### config.mk
export PLATFORM = sky130hd
export DESIGN_NAME = wheel_odometry_estimator_flat
export DESIGN_NICKNAME = d
export VERILOG_FILES = /design/src/design/wodo_pkg.sv /design/src/design/wodo_if.sv /design/src/design/wodo_ucode_rom.sv /design/src/design/wodo_seq.sv /design/src/design/wodo_dp.sv /design/src/design/wheel_odometry_estimator.sv /design/src/flat_wrapper.sv
export SDC_FILE = /design/constraint.sdc
export NUM_CORES = 2
export LEC_CHECK = 0
export BUFFER_PORTS_ARGS = -buffer_cell sky130_fd_sc_hd__buf_2
export CORE_AREA = 3 3 386 388
export DETAILED_ROUTE_END_ITERATION = 8
export DIE_AREA = 0 0 389 391
export MAX_ROUTING_LAYER = met4
export PLACE_DENSITY = 0.61
export SYNTH_ARGS = -nofsm -noshare
export SYNTH_HDL_FRONTEND = slang
export SYNTH_HIERARCHICAL = 1
export SYNTH_SLANG_ARGS = --single-unit
### constraint.sdc
create_clock -name clk -period 11.1 [get_ports clk]
set_clock_uncertainty 0.1 [all_clocks]
set_input_delay 2.22 -clock clk [delete_from_list [all_inputs] [get_ports clk]]
set_output_delay 2.22 -clock clk [all_outputs]
set_load 0.02 [all_outputs]
### src/design/wodo_pkg.sv
// Shared types, constants and microcode word layout for the wheel odometry block.
`default_nettype none

package wodo_pkg;

  // Field and datapath widths
  localparam int unsigned TICK_W   = 16;
  localparam int unsigned GAIN_W   = 32;
  localparam int unsigned RADIUS_W = 16;
  localparam int unsigned PERIOD_W = 24;
  localparam int unsigned Q_W      = 32;
  localparam int unsigned MA_W     = 33;
  localparam int unsigned MB_W     = 17;
  localparam int unsigned PROD_W   = MA_W + MB_W;
  localparam int unsigned ACC_W    = 64;
  localparam int unsigned SCALED_W = 49;
  localparam int unsigned PC_W     = 6;
  localparam int unsigned CFG_IDX_W = 2;

  // Program length, addresses 0 .. PROG_LEN-1 are in use
  localparam logic [PC_W-1:0] PROG_LEN = 6'd39;

  // Q0.16 filter coefficients and the shift that lines a distance up with Q.40 products
  localparam logic [MB_W-1:0] COEF_NEW   = 17'd6554;
  localparam logic [MB_W-1:0] COEF_OLD   = 17'd58982;
  localparam logic [MB_W-1:0] DIST_ALIGN = 17'd256;

  // Register reset values
  localparam logic [GAIN_W-1:0]   GAIN_RST   = 32'd65536;
  localparam logic [RADIUS_W-1:0] RADIUS_RST = 16'd3277;
  localparam logic [PERIOD_W-1:0] PERIOD_RST = 24'd83886;

  // Saturation limits of a Q16.16 word
  localparam logic [Q_W-1:0] Q_MAX = 32'h7FFF_FFFF;
  localparam logic [Q_W-1:0] Q_MIN = 32'h8000_0000;

  // Item opcodes
  localparam logic OP_UPDATE = 1'b0;
  localparam logic OP_CLEAR  = 1'b1;

  typedef enum logic [CFG_IDX_W-1:0] {
    CFG_SPEED_GAIN     = 2'd0,
    CFG_WHEEL_RADIUS   = 2'd1,
    CFG_CONTROL_PERIOD = 2'd2
  } cfg_idx_t;

  typedef enum logic {
    ST_IDLE,
    ST_RUN
  } state_t;

  // Multiplier operand A (33 bit signed)
  typedef enum logic [3:0] {
    A_GAIN,
    A_S_HI,
    A_S_LO,
    A_RATE_L,
    A_RATE_R,
    A_SPD_L,
    A_SPD_R,
    A_DIST_L,
    A_DIST_R
  } a_sel_t;

  // Multiplier operand B (17 bit signed)
  typedef enum logic [2:0] {
    B_TICK_L,
    B_TICK_R,
    B_COEF_NEW,
    B_COEF_OLD,
    B_RADIUS,
    B_PER_LO,
    B_PER_HI,
    B_DIST_ALIGN
  } b_sel_t;

  typedef enum logic [1:0] {
    ACC_HOLD,
    ACC_LOAD,
    ACC_ADD
  } acc_op_t;

  typedef enum logic [3:0] {
    WB_NONE,
    WB_SCALED,
    WB_RATE_L,
    WB_RATE_R,
    WB_SPD_L,
    WB_SPD_R,
    WB_DIST_L,
    WB_DIST_R,
    WB_CLR_DIST
  } wb_t;

  typedef enum logic [1:0] {
    SEQ_NEXT,
    SEQ_BR_CLEAR,
    SEQ_DONE
  } seq_op_t;

  // One control word of the microprogram
  typedef struct packed {
    a_sel_t          a_sel;
    b_sel_t          b_sel;
    logic            mul_en;
    acc_op_t         acc_op;
    logic            acc_sh16;
    wb_t             wb;
    logic            rnd24;
    seq_op_t         seq;
    logic [PC_W-1:0] target;
  } uword_t;

  // Sequencer to datapath control
  typedef struct packed {
    uword_t uw;
    logic   exec;
    logic   emit;
  } ctl_t;

  // Sequencer status
  typedef struct packed {
    logic            running;
    logic [PC_W-1:0] pc;
  } seq_status_t;

endpackage

`default_nettype wire

### src/design/wodo_if.sv
// Channel interfaces: input word, result word and register write.
`default_nettype none

interface wodo_in_if;
  import wodo_pkg::*;
  logic                     valid;
  logic                     ready;
  logic                     opcode;
  logic signed [TICK_W-1:0] left_ticks;
  logic signed [TICK_W-1:0] right_ticks;

  modport source (output valid, output opcode, output left_ticks, output right_ticks,
                  input ready);
  modport sink   (input valid, input opcode, input left_ticks, input right_ticks,
                  output ready);
endinterface

interface wodo_out_if;
  import wodo_pkg::*;
  logic                  valid;
  logic                  ready;
  logic signed [Q_W-1:0] left_speed;
  logic signed [Q_W-1:0] right_speed;
  logic signed [Q_W-1:0] total_distance;
  logic signed [Q_W-1:0] delta_distance;

  modport source (output valid, output left_speed, output right_speed,
                  output total_distance, output delta_distance, input ready);
  modport sink   (input valid, input left_speed, input right_speed,
                  input total_distance, input delta_distance, output ready);
endinterface

interface wodo_cfg_if;
  import wodo_pkg::*;
  logic                 valid;
  logic                 ready;
  logic [CFG_IDX_W-1:0] index;
  logic [GAIN_W-1:0]    data;

  modport source (output valid, output index, output data, input ready);
  modport sink   (input valid, input index, input data, output ready);
endinterface

`default_nettype wire

### src/design/wodo_ucode_rom.sv
// Microprogram store: one control word per step address.
`default_nettype none

module wodo_ucode_rom (
  input  wire logic [wodo_pkg::PC_W-1:0] pc,
  output wodo_pkg::uword_t               word
);
  import wodo_pkg::*;

  localparam logic [PC_W-1:0] L_CLEAR = 6'd31;
  localparam logic [PC_W-1:0] NO_TGT  = 6'd0;

  function automatic uword_t uw(a_sel_t a, b_sel_t b, logic m, acc_op_t op, logic s16,
                                wb_t w, logic r24, seq_op_t q, logic [PC_W-1:0] t);
    uword_t u;
    u.a_sel    = a;
    u.b_sel    = b;
    u.mul_en   = m;
    u.acc_op   = op;
    u.acc_sh16 = s16;
    u.wb       = w;
    u.rnd24    = r24;
    u.seq      = q;
    u.target   = t;
    return u;
  endfunction

  // Per wheel: scaled = gain*ticks, rate filter, speed, distance with Q.24 step
  always_comb begin
    case (pc)
      // left wheel; clear items branch off at once
      6'd0:  word = uw(A_GAIN,   B_TICK_L,     1'b1, ACC_HOLD, 1'b0, WB_NONE,   1'b0,
                       SEQ_BR_CLEAR, L_CLEAR);
      6'd1:  word = uw(A_GAIN,   B_TICK_L,     1'b0, ACC_HOLD, 1'b0, WB_SCALED, 1'b0,
                       SEQ_NEXT, NO_TGT);
      6'd2:  word = uw(A_S_HI,   B_COEF_NEW,   1'b1, ACC_HOLD, 1'b0, WB_NONE,   1'b0,
                       SEQ_NEXT, NO_TGT);
      6'd3:  word = uw(A_S_LO,   B_COEF_NEW,   1'b1, ACC_LOAD, 1'b1, WB_NONE,   1'b0,
                       SEQ_NEXT, NO_TGT);
      6'd4:  word = uw(A_RATE_L, B_COEF_OLD,   1'b1, ACC_ADD,  1'b0, WB_NONE,   1'b0,
                       SEQ_NEXT, NO_TGT);
      6'd5:  word = uw(A_GAIN,   B_TICK_L,     1'b0, ACC_ADD,  1'b0, WB_NONE,   1'b0,
                       SEQ_NEXT, NO_TGT);
      6'd6:  word = uw(A_GAIN,   B_TICK_L,     1'b0, ACC_HOLD, 1'b0, WB_RATE_L, 1'b0,
                       SEQ_NEXT, NO_TGT);
      6'd7:  word = uw(A_RATE_L, B_RADIUS,     1'b1, ACC_HOLD, 1'b0, WB_NONE,   1'b0,
                       SEQ_NEXT, NO_TGT);
      6'd8:  word = uw(A_GAIN,   B_TICK_L,     1'b0, ACC_LOAD, 1'b0, WB_NONE,   1'b0,
                       SEQ_NEXT, NO_TGT);
      6'd9:  word = uw(A_GAIN,   B_TICK_L,     1'b0, ACC_HOLD, 1'b0, WB_SPD_L,  1'b0,
                       SEQ_NEXT, NO_TGT);
      6'd10: word = uw(A_DIST_L, B_DIST_ALIGN, 1'b1, ACC_HOLD, 1'b0, WB_NONE,   1'b0,
                       SEQ_NEXT, NO_TGT);
      6'd11: word = uw(A_SPD_L,  B_PER_LO,     1'b1, ACC_LOAD, 1'b1, WB_NONE,   1'b0,
                       SEQ_NEXT, NO_TGT);
      6'd12: word = uw(A_SPD_L,  B_PER_HI,     1'b1, ACC_ADD,  1'b0, WB_NONE,   1'b0,
                       SEQ_NEXT, NO_TGT);
      6'd13: word = uw(A_GAIN,   B_TICK_L,     1'b0, ACC_ADD,  1'b1, WB_NONE,   1'b0,
                       SEQ_NEXT, NO_TGT);
      6'd14: word = uw(A_GAIN,   B_TICK_L,     1'b0, ACC_HOLD, 1'b0, WB_DIST_L, 1'b1,
                       SEQ_NEXT, NO_TGT);
      // right wheel
      6'd15: word = uw(A_GAIN,   B_TICK_R,     1'b1, ACC_HOLD, 1'b0, WB_NONE,   1'b0,
                       SEQ_NEXT, NO_TGT);
      6'd16: word = uw(A_GAIN,   B_TICK_R,     1'b0, ACC_HOLD, 1'b0, WB_SCALED, 1'b0,
                       SEQ_NEXT, NO_TGT);
      6'd17: word = uw(A_S_HI,   B_COEF_NEW,   1'b1, ACC_HOLD, 1'b0, WB_NONE,   1'b0,
                       SEQ_NEXT, NO_TGT);
      6'd18: word = uw(A_S_LO,   B_COEF_NEW,   1'b1, ACC_LOAD, 1'b1, WB_NONE,   1'b0,
                       SEQ_NEXT, NO_TGT);
      6'd19: word = uw(A_RATE_R, B_COEF_OLD,   1'b1, ACC_ADD,  1'b0, WB_NONE,   1'b0,
                       SEQ_NEXT, NO_TGT);
      6'd20: word = uw(A_GAIN,   B_TICK_R,     1'b0, ACC_ADD,  1'b0, WB_NONE,   1'b0,
                       SEQ_NEXT, NO_TGT);
      6'd21: word = uw(A_GAIN,   B_TICK_R,     1'b0, ACC_HOLD, 1'b0, WB_RATE_R, 1'b0,
                       SEQ_NEXT, NO_TGT);
      6'd22: word = uw(A_RATE_R, B_RADIUS,     1'b1, ACC_HOLD, 1'b0, WB_NONE,   1'b0,
                       SEQ_NEXT, NO_TGT);
      6'd23: word = uw(A_GAIN,   B_TICK_R,     1'b0, ACC_LOAD, 1'b0, WB_NONE,   1'b0,
                       SEQ_NEXT, NO_TGT);
      6'd24: word = uw(A_GAIN,   B_TICK_R,     1'b0, ACC_HOLD, 1'b0, WB_SPD_R,  1'b0,
                       SEQ_NEXT, NO_TGT);
      6'd25: word = uw(A_DIST_R, B_DIST_ALIGN, 1'b1, ACC_HOLD, 1'b0, WB_NONE,   1'b0,
                       SEQ_NEXT, NO_TGT);
      6'd26: word = uw(A_SPD_R,  B_PER_LO,     1'b1, ACC_LOAD, 1'b1, WB_NONE,   1'b0,
                       SEQ_NEXT, NO_TGT);
      6'd27: word = uw(A_SPD_R,  B_PER_HI,     1'b1, ACC_ADD,  1'b0, WB_NONE,   1'b0,
                       SEQ_NEXT, NO_TGT);
      6'd28: word = uw(A_GAIN,   B_TICK_R,     1'b0, ACC_ADD,  1'b1, WB_NONE,   1'b0,
                       SEQ_NEXT, NO_TGT);
      6'd29: word = uw(A_GAIN,   B_TICK_R,     1'b0, ACC_HOLD, 1'b0, WB_DIST_R, 1'b1,
                       SEQ_NEXT, NO_TGT);
      6'd30: word = uw(A_GAIN,   B_TICK_L,     1'b0, ACC_HOLD, 1'b0, WB_NONE,   1'b0,
                       SEQ_DONE, NO_TGT);
      // clear: speeds from present rates, then zero both distances
      6'd31: word = uw(A_RATE_L, B_RADIUS,     1'b1, ACC_HOLD, 1'b0, WB_NONE,   1'b0,
                       SEQ_NEXT, NO_TGT);
      6'd32: word = uw(A_GAIN,   B_TICK_L,     1'b0, ACC_LOAD, 1'b0, WB_NONE,   1'b0,
                       SEQ_NEXT, NO_TGT);
      6'd33: word = uw(A_GAIN,   B_TICK_L,     1'b0, ACC_HOLD, 1'b0, WB_SPD_L,  1'b0,
                       SEQ_NEXT, NO_TGT);
      6'd34: word = uw(A_RATE_R, B_RADIUS,     1'b1, ACC_HOLD, 1'b0, WB_NONE,   1'b0,
                       SEQ_NEXT, NO_TGT);
      6'd35: word = uw(A_GAIN,   B_TICK_L,     1'b0, ACC_LOAD, 1'b0, WB_NONE,   1'b0,
                       SEQ_NEXT, NO_TGT);
      6'd36: word = uw(A_GAIN,   B_TICK_L,     1'b0, ACC_HOLD, 1'b0, WB_SPD_R,  1'b0,
                       SEQ_NEXT, NO_TGT);
      6'd37: word = uw(A_GAIN,   B_TICK_L,     1'b0, ACC_HOLD, 1'b0, WB_CLR_DIST, 1'b0,
                       SEQ_NEXT, NO_TGT);
      6'd38: word = uw(A_GAIN,   B_TICK_L,     1'b0, ACC_HOLD, 1'b0, WB_NONE,   1'b0,
                       SEQ_DONE, NO_TGT);
      default: word = uw(A_GAIN, B_TICK_L,     1'b0, ACC_HOLD, 1'b0, WB_NONE,   1'b0,
                         SEQ_DONE, NO_TGT);
    endcase
  end

endmodule

`default_nettype wire

### src/design/wodo_seq.sv
// Step counter and branch logic that walks the microprogram for one word at a time.
`default_nettype none

module wodo_seq (
  input  wire logic                      clk,
  input  wire logic                      rst_n,
  input  wire logic                      in_accept,
  input  wire logic                      in_opcode,
  input  wire logic                      out_free,
  input  wodo_pkg::uword_t               uw,
  output logic [wodo_pkg::PC_W-1:0]      pc,
  output logic                           in_ready,
  output wodo_pkg::ctl_t                 ctl,
  output wodo_pkg::seq_status_t          status
);
  import wodo_pkg::*;

  state_t          state_r, state_nxt;
  logic [PC_W-1:0] pc_r, pc_nxt;
  logic            clr_r, clr_nxt;
  logic            done_step;

  assign done_step = (uw.seq == SEQ_DONE);

  // Next state
  always_comb begin
    state_nxt = state_r;
    case (state_r)
      ST_IDLE: begin
        if (in_accept) state_nxt = ST_RUN;
      end
      ST_RUN: begin
        if (done_step && out_free) state_nxt = ST_IDLE;
      end
      default: state_nxt = ST_IDLE;
    endcase
  end

  // Step address and latched opcode
  always_comb begin
    pc_nxt  = pc_r;
    clr_nxt = clr_r;
    if (in_accept) begin
      pc_nxt  = '0;
      clr_nxt = (in_opcode == OP_CLEAR);
    end else if (state_r == ST_RUN) begin
      case (uw.seq)
        SEQ_NEXT:     pc_nxt = pc_r + 1'b1;
        SEQ_BR_CLEAR: pc_nxt = clr_r ? uw.target : pc_r + 1'b1;
        SEQ_DONE:     pc_nxt = pc_r;
        default:      pc_nxt = pc_r;
      endcase
    end
  end

  // Outputs
  always_comb begin
    in_ready       = 1'b0;
    ctl.uw         = uw;
    ctl.exec       = 1'b0;
    ctl.emit       = 1'b0;
    status.running = 1'b0;
    status.pc      = pc_r;
    case (state_r)
      ST_IDLE: begin
        in_ready = 1'b1;
      end
      ST_RUN: begin
        ctl.exec       = 1'b1;
        ctl.emit       = done_step && out_free;
        status.running = 1'b1;
      end
      default: begin
        in_ready = 1'b0;
      end
    endcase
  end

  assign pc = pc_r;

  always_ff @(posedge clk) begin
    if (!rst_n) begin
      state_r <= ST_IDLE;
      pc_r    <= '0;
      clr_r   <= 1'b0;
    end else begin
      state_r <= state_nxt;
      pc_r    <= pc_nxt;
      clr_r   <= clr_nxt;
    end
  end

endmodule

`default_nettype wire

### src/design/wodo_dp.sv
// Datapath: config registers, one 33x17 multiplier, 64-bit accumulator, state and result word.
`default_nettype none

module wodo_dp (
  input  wire logic                             clk,
  input  wire logic                             rst_n,
  input  wodo_pkg::ctl_t                        ctl,
  input  wire logic                             in_accept,
  input  wire logic signed [wodo_pkg::TICK_W-1:0] in_left_ticks,
  input  wire logic signed [wodo_pkg::TICK_W-1:0] in_right_ticks,
  input  wire logic                             cfg_write,
  input  wire logic [wodo_pkg::CFG_IDX_W-1:0]   cfg_index,
  input  wire logic [wodo_pkg::GAIN_W-1:0]      cfg_data,
  input  wire logic                             out_ready,
  output logic                                  out_valid,
  output logic signed [wodo_pkg::Q_W-1:0]       out_left_speed,
  output logic signed [wodo_pkg::Q_W-1:0]       out_right_speed,
  output logic signed [wodo_pkg::Q_W-1:0]       out_total_distance,
  output logic signed [wodo_pkg::Q_W-1:0]       out_delta_distance,
  output logic                                  out_free
);
  import wodo_pkg::*;

  // Configuration
  logic [GAIN_W-1:0]   gain_r, gain_nxt;
  logic [RADIUS_W-1:0] radius_r, radius_nxt;
  logic [PERIOD_W-1:0] period_r, period_nxt;

  // Item operands and working registers
  logic signed [TICK_W-1:0]   tick_l_r, tick_l_nxt, tick_r_r, tick_r_nxt;
  logic signed [SCALED_W-1:0] scaled_r, scaled_nxt;
  logic signed [PROD_W-1:0]   prod_r, prod_nxt;
  logic signed [ACC_W-1:0]    acc_r, acc_nxt;

  // Filter and odometry state
  logic signed [Q_W-1:0] rate_l_r, rate_l_nxt, rate_r_r, rate_r_nxt;
  logic signed [Q_W-1:0] spd_l_r, spd_l_nxt, spd_r_r, spd_r_nxt;
  logic signed [Q_W-1:0] dist_l_r, dist_l_nxt, dist_r_r, dist_r_nxt;

  // Result word
  logic                  ovalid_r, ovalid_nxt;
  logic signed [Q_W-1:0] o_lspd_r, o_lspd_nxt, o_rspd_r, o_rspd_nxt;
  logic signed [Q_W-1:0] o_tot_r, o_tot_nxt, o_del_r, o_del_nxt;

  logic signed [MA_W-1:0]  mul_a;
  logic signed [MB_W-1:0]  mul_b;
  logic signed [ACC_W-1:0] prod_ext, prod_sh;
  logic signed [ACC_W-1:0] rnd_sum, rnd_sh;
  logic                    rnd_fits;
  logic signed [Q_W-1:0]   wb_val;
  logic signed [Q_W:0]     dist_sum, dist_dif;

  // Operand A select
  always_comb begin
    case (ctl.uw.a_sel)
      A_GAIN:   mul_a = $signed({1'b0, gain_r});
      A_S_HI:   mul_a = scaled_r[SCALED_W-1:SCALED_W-MA_W];
      A_S_LO:   mul_a = $signed({{(MA_W-16){1'b0}}, scaled_r[15:0]});
      A_RATE_L: mul_a = $signed({rate_l_r[Q_W-1], rate_l_r});
      A_RATE_R: mul_a = $signed({rate_r_r[Q_W-1], rate_r_r});
      A_SPD_L:  mul_a = $signed({spd_l_r[Q_W-1], spd_l_r});
      A_SPD_R:  mul_a = $signed({spd_r_r[Q_W-1], spd_r_r});
      A_DIST_L: mul_a = $signed({dist_l_r[Q_W-1], dist_l_r});
      A_DIST_R: mul_a = $signed({dist_r_r[Q_W-1], dist_r_r});
      default:  mul_a = '0;
    endcase
  end

  // Operand B select; the period splits into a 16-bit low and an 8-bit high part
  always_comb begin
    case (ctl.uw.b_sel)
      B_TICK_L:     mul_b = $signed({tick_l_r[TICK_W-1], tick_l_r});
      B_TICK_R:     mul_b = $signed({tick_r_r[TICK_W-1], tick_r_r});
      B_COEF_NEW:   mul_b = $signed(COEF_NEW);
      B_COEF_OLD:   mul_b = $signed(COEF_OLD);
      B_RADIUS:     mul_b = $signed({1'b0, radius_r});
      B_PER_LO:     mul_b = $signed({1'b0, period_r[15:0]});
      B_PER_HI:     mul_b = $signed({{(MB_W-(PERIOD_W-16)){1'b0}}, period_r[PERIOD_W-1:16]});
      B_DIST_ALIGN: mul_b = $signed(DIST_ALIGN);
      default:      mul_b = '0;
    endcase
  end

  // Product alignment for the accumulator
  assign prod_ext = $signed({{(ACC_W-PROD_W){prod_r[PROD_W-1]}}, prod_r});
  assign prod_sh  = ctl.uw.acc_sh16 ? (prod_ext <<< 16) : prod_ext;

  // Round half up, shift by 16 or 24, saturate to Q16.16
  assign rnd_sum  = acc_r + (ctl.uw.rnd24 ? (ACC_W'(1) <<< 23) : (ACC_W'(1) <<< 15));
  assign rnd_sh   = ctl.uw.rnd24 ? (rnd_sum >>> 24) : (rnd_sum >>> 16);
  assign rnd_fits = (rnd_sh[ACC_W-1:Q_W-1] == '0) || (rnd_sh[ACC_W-1:Q_W-1] == '1);
  assign wb_val   = rnd_fits ? rnd_sh[Q_W-1:0] : (rnd_sh[ACC_W-1] ? Q_MIN : Q_MAX);

  // Mean and half difference, floor halving
  assign dist_sum = {dist_l_r[Q_W-1], dist_l_r} + {dist_r_r[Q_W-1], dist_r_r};
  assign dist_dif = {dist_l_r[Q_W-1], dist_l_r} - {dist_r_r[Q_W-1], dist_r_r};

  assign out_free = !ovalid_r || out_ready;

  // Next values
  always_comb begin
    gain_nxt   = gain_r;
    radius_nxt = radius_r;
    period_nxt = period_r;
    tick_l_nxt = tick_l_r;
    tick_r_nxt = tick_r_r;
    scaled_nxt = scaled_r;
    prod_nxt   = prod_r;
    acc_nxt    = acc_r;
    rate_l_nxt = rate_l_r;
    rate_r_nxt = rate_r_r;
    spd_l_nxt  = spd_l_r;
    spd_r_nxt  = spd_r_r;
    dist_l_nxt = dist_l_r;
    dist_r_nxt = dist_r_r;
    ovalid_nxt = ovalid_r;
    o_lspd_nxt = o_lspd_r;
    o_rspd_nxt = o_rspd_r;
    o_tot_nxt  = o_tot_r;
    o_del_nxt  = o_del_r;

    // register writes; unknown index is dropped
    if (cfg_write) begin
      case (cfg_index)
        CFG_SPEED_GAIN:     gain_nxt   = cfg_data;
        CFG_WHEEL_RADIUS:   radius_nxt = cfg_data[RADIUS_W-1:0];
        CFG_CONTROL_PERIOD: period_nxt = cfg_data[PERIOD_W-1:0];
        default:            gain_nxt   = gain_r;
      endcase
    end

    if (in_accept) begin
      tick_l_nxt = in_left_ticks;
      tick_r_nxt = in_right_ticks;
    end

    if (ctl.exec) begin
      if (ctl.uw.mul_en) prod_nxt = mul_a * mul_b;

      case (ctl.uw.acc_op)
        ACC_HOLD: acc_nxt = acc_r;
        ACC_LOAD: acc_nxt = prod_sh;
        ACC_ADD:  acc_nxt = acc_r + prod_sh;
        default:  acc_nxt = acc_r;
      endcase

      case (ctl.uw.wb)
        WB_NONE:     scaled_nxt = scaled_r;
        WB_SCALED:   scaled_nxt = prod_r[SCALED_W-1:0];
        WB_RATE_L:   rate_l_nxt = wb_val;
        WB_RATE_R:   rate_r_nxt = wb_val;
        WB_SPD_L:    spd_l_nxt  = wb_val;
        WB_SPD_R:    spd_r_nxt  = wb_val;
        WB_DIST_L:   dist_l_nxt = wb_val;
        WB_DIST_R:   dist_r_nxt = wb_val;
        WB_CLR_DIST: begin
          dist_l_nxt = '0;
          dist_r_nxt = '0;
        end
        default:     scaled_nxt = scaled_r;
      endcase
    end

    // result word handshake
    if (ovalid_r && out_ready) ovalid_nxt = 1'b0;
    if (ctl.emit) begin
      ovalid_nxt = 1'b1;
      o_lspd_nxt = spd_l_r;
      o_rspd_nxt = spd_r_r;
      o_tot_nxt  = dist_sum[Q_W:1];
      o_del_nxt  = dist_dif[Q_W:1];
    end
  end

  // Control and filter state
  always_ff @(posedge clk) begin
    if (!rst_n) begin
      gain_r   <= GAIN_RST;
      radius_r <= RADIUS_RST;
      period_r <= PERIOD_RST;
      rate_l_r <= '0;
      rate_r_r <= '0;
      dist_l_r <= '0;
      dist_r_r <= '0;
      ovalid_r <= 1'b0;
    end else begin
      gain_r   <= gain_nxt;
      radius_r <= radius_nxt;
      period_r <= period_nxt;
      rate_l_r <= rate_l_nxt;
      rate_r_r <= rate_r_nxt;
      dist_l_r <= dist_l_nxt;
      dist_r_r <= dist_r_nxt;
      ovalid_r <= ovalid_nxt;
    end
  end

  // Payload registers
  always_ff @(posedge clk) begin
    tick_l_r <= tick_l_nxt;
    tick_r_r <= tick_r_nxt;
    scaled_r <= scaled_nxt;
    prod_r   <= prod_nxt;
    acc_r    <= acc_nxt;
    spd_l_r  <= spd_l_nxt;
    spd_r_r  <= spd_r_nxt;
    o_lspd_r <= o_lspd_nxt;
    o_rspd_r <= o_rspd_nxt;
    o_tot_r  <= o_tot_nxt;
    o_del_r  <= o_del_nxt;
  end

  assign out_valid          = ovalid_r;
  assign out_left_speed     = o_lspd_r;
  assign out_right_speed    = o_rspd_r;
  assign out_total_distance = o_tot_r;
  assign out_delta_distance = o_del_r;

endmodule

`default_nettype wire

### src/design/wheel_odometry_estimator.sv
// An update word runs the update steps for both wheels, a clear word branches to the clear steps.
// A new word is taken only once the sequencer is idle again after the last one; the microprogram
// runs every product through the single 33x17 multiplier and 64-bit accumulator in turn.
// A result waiting on out_ch does not block acceptance; the program stalls at its last step.
// Reset (synchronous, rst_n low): registers take their defaults, rates and distances clear,
// no result pending.
`default_nettype none

module wheel_odometry_estimator (
  input  wire logic  clk,
  input  wire logic  rst_n,
  wodo_in_if.sink    in_ch,
  wodo_out_if.source out_ch,
  wodo_cfg_if.sink   cfg_ch
);
  import wodo_pkg::*;

  logic            in_acc;
  logic            cfg_wr;
  logic            out_free;
  logic [PC_W-1:0] pc;
  uword_t          uw;
  ctl_t            ctl;
  seq_status_t     seq_st;

  assign in_acc       = in_ch.valid && in_ch.ready;
  assign cfg_ch.ready = 1'b1;
  assign cfg_wr       = cfg_ch.valid && cfg_ch.ready;

  // Control store
  wodo_ucode_rom u_rom (
    .pc   (pc),
    .word (uw)
  );

  // Step sequencer
  wodo_seq u_seq (
    .clk       (clk),
    .rst_n     (rst_n),
    .in_accept (in_acc),
    .in_opcode (in_ch.opcode),
    .out_free  (out_free),
    .uw        (uw),
    .pc        (pc),
    .in_ready  (in_ch.ready),
    .ctl       (ctl),
    .status    (seq_st)
  );

  // Arithmetic and state
  wodo_dp u_dp (
    .clk                (clk),
    .rst_n              (rst_n),
    .ctl                (ctl),
    .in_accept          (in_acc),
    .in_left_ticks      (in_ch.left_ticks),
    .in_right_ticks     (in_ch.right_ticks),
    .cfg_write          (cfg_wr),
    .cfg_index          (cfg_ch.index),
    .cfg_data           (cfg_ch.data),
    .out_ready          (out_ch.ready),
    .out_valid          (out_ch.valid),
    .out_left_speed     (out_ch.left_speed),
    .out_right_speed    (out_ch.right_speed),
    .out_total_distance (out_ch.total_distance),
    .out_delta_distance (out_ch.delta_distance),
    .out_free           (out_free)
  );

  // Checks
  a_busy_after_accept: assert property (@(posedge clk) disable iff (!rst_n)
    in_acc |=> !in_ch.ready)
    else $error("input accepted while a word was still in progress");

  a_pc_in_program: assert property (@(posedge clk) disable iff (!rst_n)
    seq_st.running |-> (seq_st.pc < PROG_LEN))
    else $error("step counter left the microprogram");

  a_result_from_run: assert property (@(posedge clk) disable iff (!rst_n)
    $rose(out_ch.valid) |-> $past(seq_st.running))
    else $error("result word appeared without a program run");

endmodule

`default_nettype wire

### src/flat_wrapper.sv
// flat-port wrapper written by rule: the top's interface ports become plain ports
module wheel_odometry_estimator_flat import wodo_pkg::*;
  (clk, rst_n, in_ch_valid, in_ch_opcode, in_ch_left_ticks, in_ch_right_ticks, in_ch_ready, out_ch_valid, out_ch_left_speed, out_ch_right_speed, out_ch_total_distance, out_ch_delta_distance, out_ch_ready, cfg_ch_valid, cfg_ch_index, cfg_ch_data, cfg_ch_ready);
  wodo_in_if in_ch_i ();
  wodo_out_if out_ch_i ();
  wodo_cfg_if cfg_ch_i ();
  input  wire logic clk;
  input  wire logic rst_n;
  input wire logic [$bits(in_ch_i.valid)-1:0] in_ch_valid;
  input wire logic [$bits(in_ch_i.opcode)-1:0] in_ch_opcode;
  input wire logic [$bits(in_ch_i.left_ticks)-1:0] in_ch_left_ticks;
  input wire logic [$bits(in_ch_i.right_ticks)-1:0] in_ch_right_ticks;
  output wire logic [$bits(in_ch_i.ready)-1:0] in_ch_ready;
  output wire logic [$bits(out_ch_i.valid)-1:0] out_ch_valid;
  output wire logic [$bits(out_ch_i.left_speed)-1:0] out_ch_left_speed;
  output wire logic [$bits(out_ch_i.right_speed)-1:0] out_ch_right_speed;
  output wire logic [$bits(out_ch_i.total_distance)-1:0] out_ch_total_distance;
  output wire logic [$bits(out_ch_i.delta_distance)-1:0] out_ch_delta_distance;
  input wire logic [$bits(out_ch_i.ready)-1:0] out_ch_ready;
  input wire logic [$bits(cfg_ch_i.valid)-1:0] cfg_ch_valid;
  input wire logic [$bits(cfg_ch_i.index)-1:0] cfg_ch_index;
  input wire logic [$bits(cfg_ch_i.data)-1:0] cfg_ch_data;
  output wire logic [$bits(cfg_ch_i.ready)-1:0] cfg_ch_ready;
  assign in_ch_i.valid = in_ch_valid;
  assign in_ch_i.opcode = in_ch_opcode;
  assign in_ch_i.left_ticks = in_ch_left_ticks;
  assign in_ch_i.right_ticks = in_ch_right_ticks;
  assign in_ch_ready = in_ch_i.ready;
  assign out_ch_valid = out_ch_i.valid;
  assign out_ch_left_speed = out_ch_i.left_speed;
  assign out_ch_right_speed = out_ch_i.right_speed;
  assign out_ch_total_distance = out_ch_i.total_distance;
  assign out_ch_delta_distance = out_ch_i.delta_distance;
  assign out_ch_i.ready = out_ch_ready;
  assign cfg_ch_i.valid = cfg_ch_valid;
  assign cfg_ch_i.index = cfg_ch_index;
  assign cfg_ch_i.data = cfg_ch_data;
  assign cfg_ch_ready = cfg_ch_i.ready;
  wheel_odometry_estimator u_core (.clk(clk), .rst_n(rst_n), .in_ch(in_ch_i), .out_ch(out_ch_i), .cfg_ch(cfg_ch_i));
endmodule
=== Yosys cells after proc, flatten, opt, wreduce, memory -nomap -nowiden ===
Memory sizes are Yosys's and may differ from the RTL's. A register that Yosys moved wholly into a read port is not among the register bits.
Cells that the tools add are included.

* Memories kept: 1
* Register bits: 596
* Logic and storage cells: 112
* Bits in latches: 0
* RAM bits: 0
* Memory bits (read-only): 1472

{| class="wikitable"
|+ Memories
! memory !! depth !! width !! read ports !! clocked after memory_dff !! write ports !! RTL line !! text
|-
| (name not given) || 64 || 23 || 1 || 1 || 0 || wodo_ucode_rom.sv:30 || <nowiki>case (pc)</nowiki>
|}

* Reduce and logical (&&, ||, !) cells: 30
* Shift-type cells: 0
* Multiplexer cells: 21
* $add $sub $neg: 5
* Div/mod/pow operators: 0
* Multiply operators: 1
* Bitwise operators: 2
* $lt $le $gt $ge: 0
* Eq/ne operators: 30

{| class="wikitable"
|+ Operators by type and width
! kind !! count
|-
| 33-bit one-hot mux with 9 select lines || 1
|-
| 17-bit one-hot mux with 8 select lines || 1
|-
| 32-bit one-hot mux with 2 select lines || 2
|-
| 64-bit one-hot mux with 2 select lines || 1
|-
| 64-bit by 25-bit adder with 64-bit output || 1
|-
| 64-bit adder || 1
|-
| 32-bit 2-to-1 mux || 2
|-
| 64-bit 2-to-1 mux || 1
|-
| 33-bit by 17-bit multiplier with 50-bit output || 1
|-
| 47-bit 2-to-1 mux || 1
|-
| 32-bit by 32-bit adder with 33-bit output || 1
|-
| 33-bit == test, second input constant || 1
|-
| 33-bit zero test || 1
|-
| 32-bit by 32-bit subtractor with 33-bit output || 1
|-
| 4-bit by 3-bit == test with 1-bit output, second input constant || 8
|-
| 2-bit AND reduction || 13
|-
| 24-bit 2-to-1 mux || 1
|-
| 6-bit 2-to-1 mux || 3
|-
| 4-bit by 2-bit == test with 1-bit output, second input constant || 4
|-
| 3-bit == test, second input constant || 4
|-
| 6-bit one-hot mux with 2 select lines || 1
|-
| 2-bit nonzero test || 5
|-
| 4-bit by 1-bit == test with 1-bit output, second input constant || 2
|-
| 4-bit == test, second input constant || 2
|-
| 16 further kinds || 30
|}

=== Longest topological paths before layout ===
* Word-level depth: 7
* Gate-level depth with buffers: 41
* Gate-level depth less buffers: 37

=== Hierarchy ===
Netlist, hierarchy kept.

{| class="wikitable"
|+ By module, submodules not included
! module !! instances !! area each (sq um) !! cells each
|-
| wodo_dp || 1 || 49511.2 || 5207
|-
| wodo_ucode_rom || 1 || 839.6 || 119
|-
| wodo_seq || 1 || 694.4 || 88
|-
| wheel_odometry_estimator || 1 || 17.5 || 3
|}

=== Worst setup path before layout ===
Ideal clock, no wire load.

* Path type: register -> register
* From: register u_core/u_seq/pc[1] (netlist name)
* To: register u_core.u_dp.prod_r[48], data pin
* Stages on the path, launching flop included: 37
* Arrival: 9.394 ns
* Setup slack: 1.345 ns
* Period minus slack after synthesis: 9.755 ns
* Library setup time: 0.261 ns
* Path buffers: 4
* Cell sequence: dfxtp_1 inv_1 ha_1 o21ai_0 a211oi_1 nor3_1 buf_4 clkbuf_1 nor3_1 clkbuf_1 clkbuf_1 a22oi_1 nand3_1 a221oi_1 nor2_1 fa_1 inv_1 fa_1 fa_1 fa_1 inv_1 fa_1 inv_1 fa_1 inv_1 ha_1 o21a_1 nor2_1 a2111oi_0 o211ai_1 o211ai_1 a41oi_1 o311ai_0 o211a_1 o21a_1 o21ai_0 a311o_1

{| class="wikitable"
|+ RTL lines
! what !! RTL line !! text
|-
| end signal: assignment || wodo_dp.sv:203 || <nowiki>prod_r <= prod_nxt;</nowiki>
|-
| end: declaration || wodo_dp.sv:32 || <nowiki>logic signed [PROD_W-1:0] prod_r, prod_nxt;</nowiki>
|}

==> metrics.md <==
| Metric | Value |
|---|---|
| Antenna viol nets, final | 0 |
| Worst path arrival time | 10.68 ns |
| Total detailed-routing wirelength | 175000 um |
| Cell area after placement | 54300 um^2 |
| HPWL Detailed | 139000 um |
| First-pass GRT wire length | 260000 um |
| Via count | 41000 |
| Worst path required time | 11.41 ns |
| Kind of capture point of the worst setup path | register |
| Routed wirelength normalized by instance count | 23.4 um |
| Remaining global-route overflow | 0 |
| Synthesized Nets | 6266 |
| Cell area after synthesis | 51000 um^2 |
| Worst Hold Endpoint | u_core/u_dp/out_left_speed[14] |
| Final net count | 6369 |
| Area occupied by multi-input gates | 31400 um^2 |
| Standby leakage power | 24.5 nW |
| Max-Slew Margin vs Limit | 22.8% |
| Setup violators final | 0 |
| Gate Count Post-Synth | 5402 |
| Worst hold stages | 0 |
| Max-capacitance violation count | 0 |
| DRC violation total after the first TritonRoute iteration | 3963 |
| Number of global-route vias before repair | 40400 |
| Crit-path slowest cell | o21a_2 |
| Reg clk slew, reported paths | 0.07 ns |
| Fmax | 96.4 MHz |
| Number of warnings printed during yosys synthesis | 6 |
| Final-report hold violation count | 0 |
| Final cycle utilization of the critical path | 93.4% |
| Maximum level of the CTS H-tree | 3 |
| Area of the placeable core | 146000 um^2 |
| Placer Congestion | 0.996 |
| Final-layout worst hold slack | 0.359 ns |
| Flip-flop count of the largest register after layout | 64 |
| RR Endpoint | u_core/u_dp/prod_r[48] |
| Post-layout power | 12.1 mW |
| Die width | 389 um |
| Max stage delay on crit path | 0.63 ns |
| Number of filler instances in the final layout | 14500 |
| Buffers from clock root to sink, at most | 3 |
| Clock sinks | 596 |
| Transition at the pin with the smallest max-transition slack | 1.16 ns |
| Drt pass-1 iters | 6 |
| Max VDD drop | 0.289 mV |
| Worst R2R Path Depth | 31 |
| Sequential cell area | 15800 um^2 |
| Pwr/cell area | 214 nW/um^2 |
| Placement row count | 140 |
| Clock network latency to the later pin of the worst-skew pair | 0.66 ns |
| Final TNS setup | 0 ns |
| Worst reg2reg setup slack | 0.73 ns |
| Class of the worst hold path | reg2reg |
| Clock Tree Root | clkbuf_16 |
| Start point of the worst min-delay path | u_core/u_dp/spd_l_r[14] |
| Final-report max-slew violation count | 0 |
| Share of cells above drive strength 1 | 10.4% |
| Top flop regs | u_core/u_dp/acc_r: 64 flops, u_core/u_dp/prod_r: 50 flops, u_core/u_dp/scaled_r: 49 flops |
| Post-Synthesis Mean Instance Area | 9.43 um^2 |
| I/O pin total | 203 |
| CTS tree | built |
| Outcome | finished clean |
| Final routed DRC violation total | 0 |
| DIE AREA | 152000 um^2 |
| Total global routing track utilization | 23.3% |
| Setup repair after global routing missed its margin | no |
| # port buffers | 201 |
| Post-CTS Setup Repair Bufs | 0 |
| Cell area after layout | 56700 um^2 |
| Library cell appearing most often on the critical path | fa_1 |
| Total CTS buffers | 68 |
| Growth of design area from synthesis to finish | 11.3% |
| Initial antenna violation count | 9 |
| Peak fanout along the critical path | 29 |
| Largest net degree at the start of global routing | 106 |
| Die extent in y | 391 um |
| Category of the critical setup timing path | reg2reg |
| Final critical delay including setup and external delays | 10.37 ns |
| Starting utilization of the core area | 35.0% |
| Startpoint types | register |
| Most flops, register | u_core/u_dp/acc_r |
| Reg2Reg Launch Point | u_core/u_seq/pc[1] |
| Via count normalized by instance count | 5.48 |
==> repair_timing <==
item,4_1_cts,5_1_grt
setup endpoints to repair,0,4
hold buffers,0,0
hold endpoints to repair,0,0
gates resized for setup,0,6
==> stage by stage <==
step,cells,setup slack (ns),util [%]
2_1_floorplan,5402,1.37,-
3_3_place_gp,7352,0.727,37.3
3_5_place_dp,7352,0.446,37.3
4_1_cts,7475,0.354,38.9
5_1_grt,7478,0.120,38.9
6_report,7482,0.728,38.9
==> cells in the final DEF (no fill, tap or decap), types with 51 or more instances in the layout <==
cell and instances:
buf_2 200, a21o_1 52, edfxtp_1 387, nand3_1 91
xnor2_1 149, a21boi_0 62, nor3_1 51, dfxtp_1 209
a21oi_1 334, nand2_1 550, xor2_1 56, buf_4 116
clkbuf_16 72, nor2_1 577, nand2b_1 68, inv_1 728
o21ai_0 172, fa_1 539, a22oi_1 105, ha_1 252
==> layer usage <==
layer | up-vias | global-route usage (%) | wire length [um]
met2 | 1853 | 35.5 | 78600
met5 | - | - | 0
met3 | 355 | 4.38 | 16200
met1 | 20500 | 30.0 | 70900
met4 | 0 | 11.0 | 9070
li1 | 18300 | - | -
==> worst max-delay path, delay by kind of cell (launching register included) <==
| kind | cells | cell delay, ns |
|---|---|---|
| buffers and inverters | 6 | 1.12 |
| AO/OA/AOI/OAI | 14 | 3.97 |
| AND/OR/NAND/NOR | 3 | 0.58 |
| flip-flops | 1 | 0.48 |
| adder cells (fa/ha/maj) | 8 | 3.79 |
==> power breakdown <==
part	switching, mW	internal, mW	leakage, nW	total [mW]
logic	4.01	2.62	18.0	6.63
registers	0.336	2.73	5.35	3.07
clock network	0.996	1.43	1.16	2.43
total	5.34	6.78	24.5	12.1
==> how the worst max path moves through the flow <==
stage | cells past startpoint | startpoint | endpoint | slack (ns)
2_1_floorplan | 36 | u_core/u_seq/pc[1] | u_core/u_dp/prod_r[48] | 1.37
3_3_place_gp | 34 | u_core/u_seq/pc[1] | u_core/u_dp/prod_r[48] | 0.73
3_5_place_dp | 32 | u_core/u_seq/pc[1] | u_core/u_dp/prod_r[48] | 0.45
4_1_cts | 34 | u_core/u_seq/pc[1] | u_core/u_dp/prod_r[48] | 0.35
5_1_grt | 35 | u_core/u_seq/pc[1] | u_core/u_dp/prod_r[48] | 0.12
6_report | 31 | u_core/u_seq/pc[1] | u_core/u_dp/prod_r[48] | 0.73
==> cell type report <==
class / instances / area share [%]
diodes: 7 / 0.0309
clock buffers: 86 / 3.30
clock inverters: 37 / 0.920
inverters: 731 / 4.84
multi-input cells: 3788 / 55.4
flip-flops and latches: 596 / 27.9
well taps: 1917 / 4.23
repair buffers: 320 / 3.44
No activity file was read; power rests on OpenSTA's default activity.
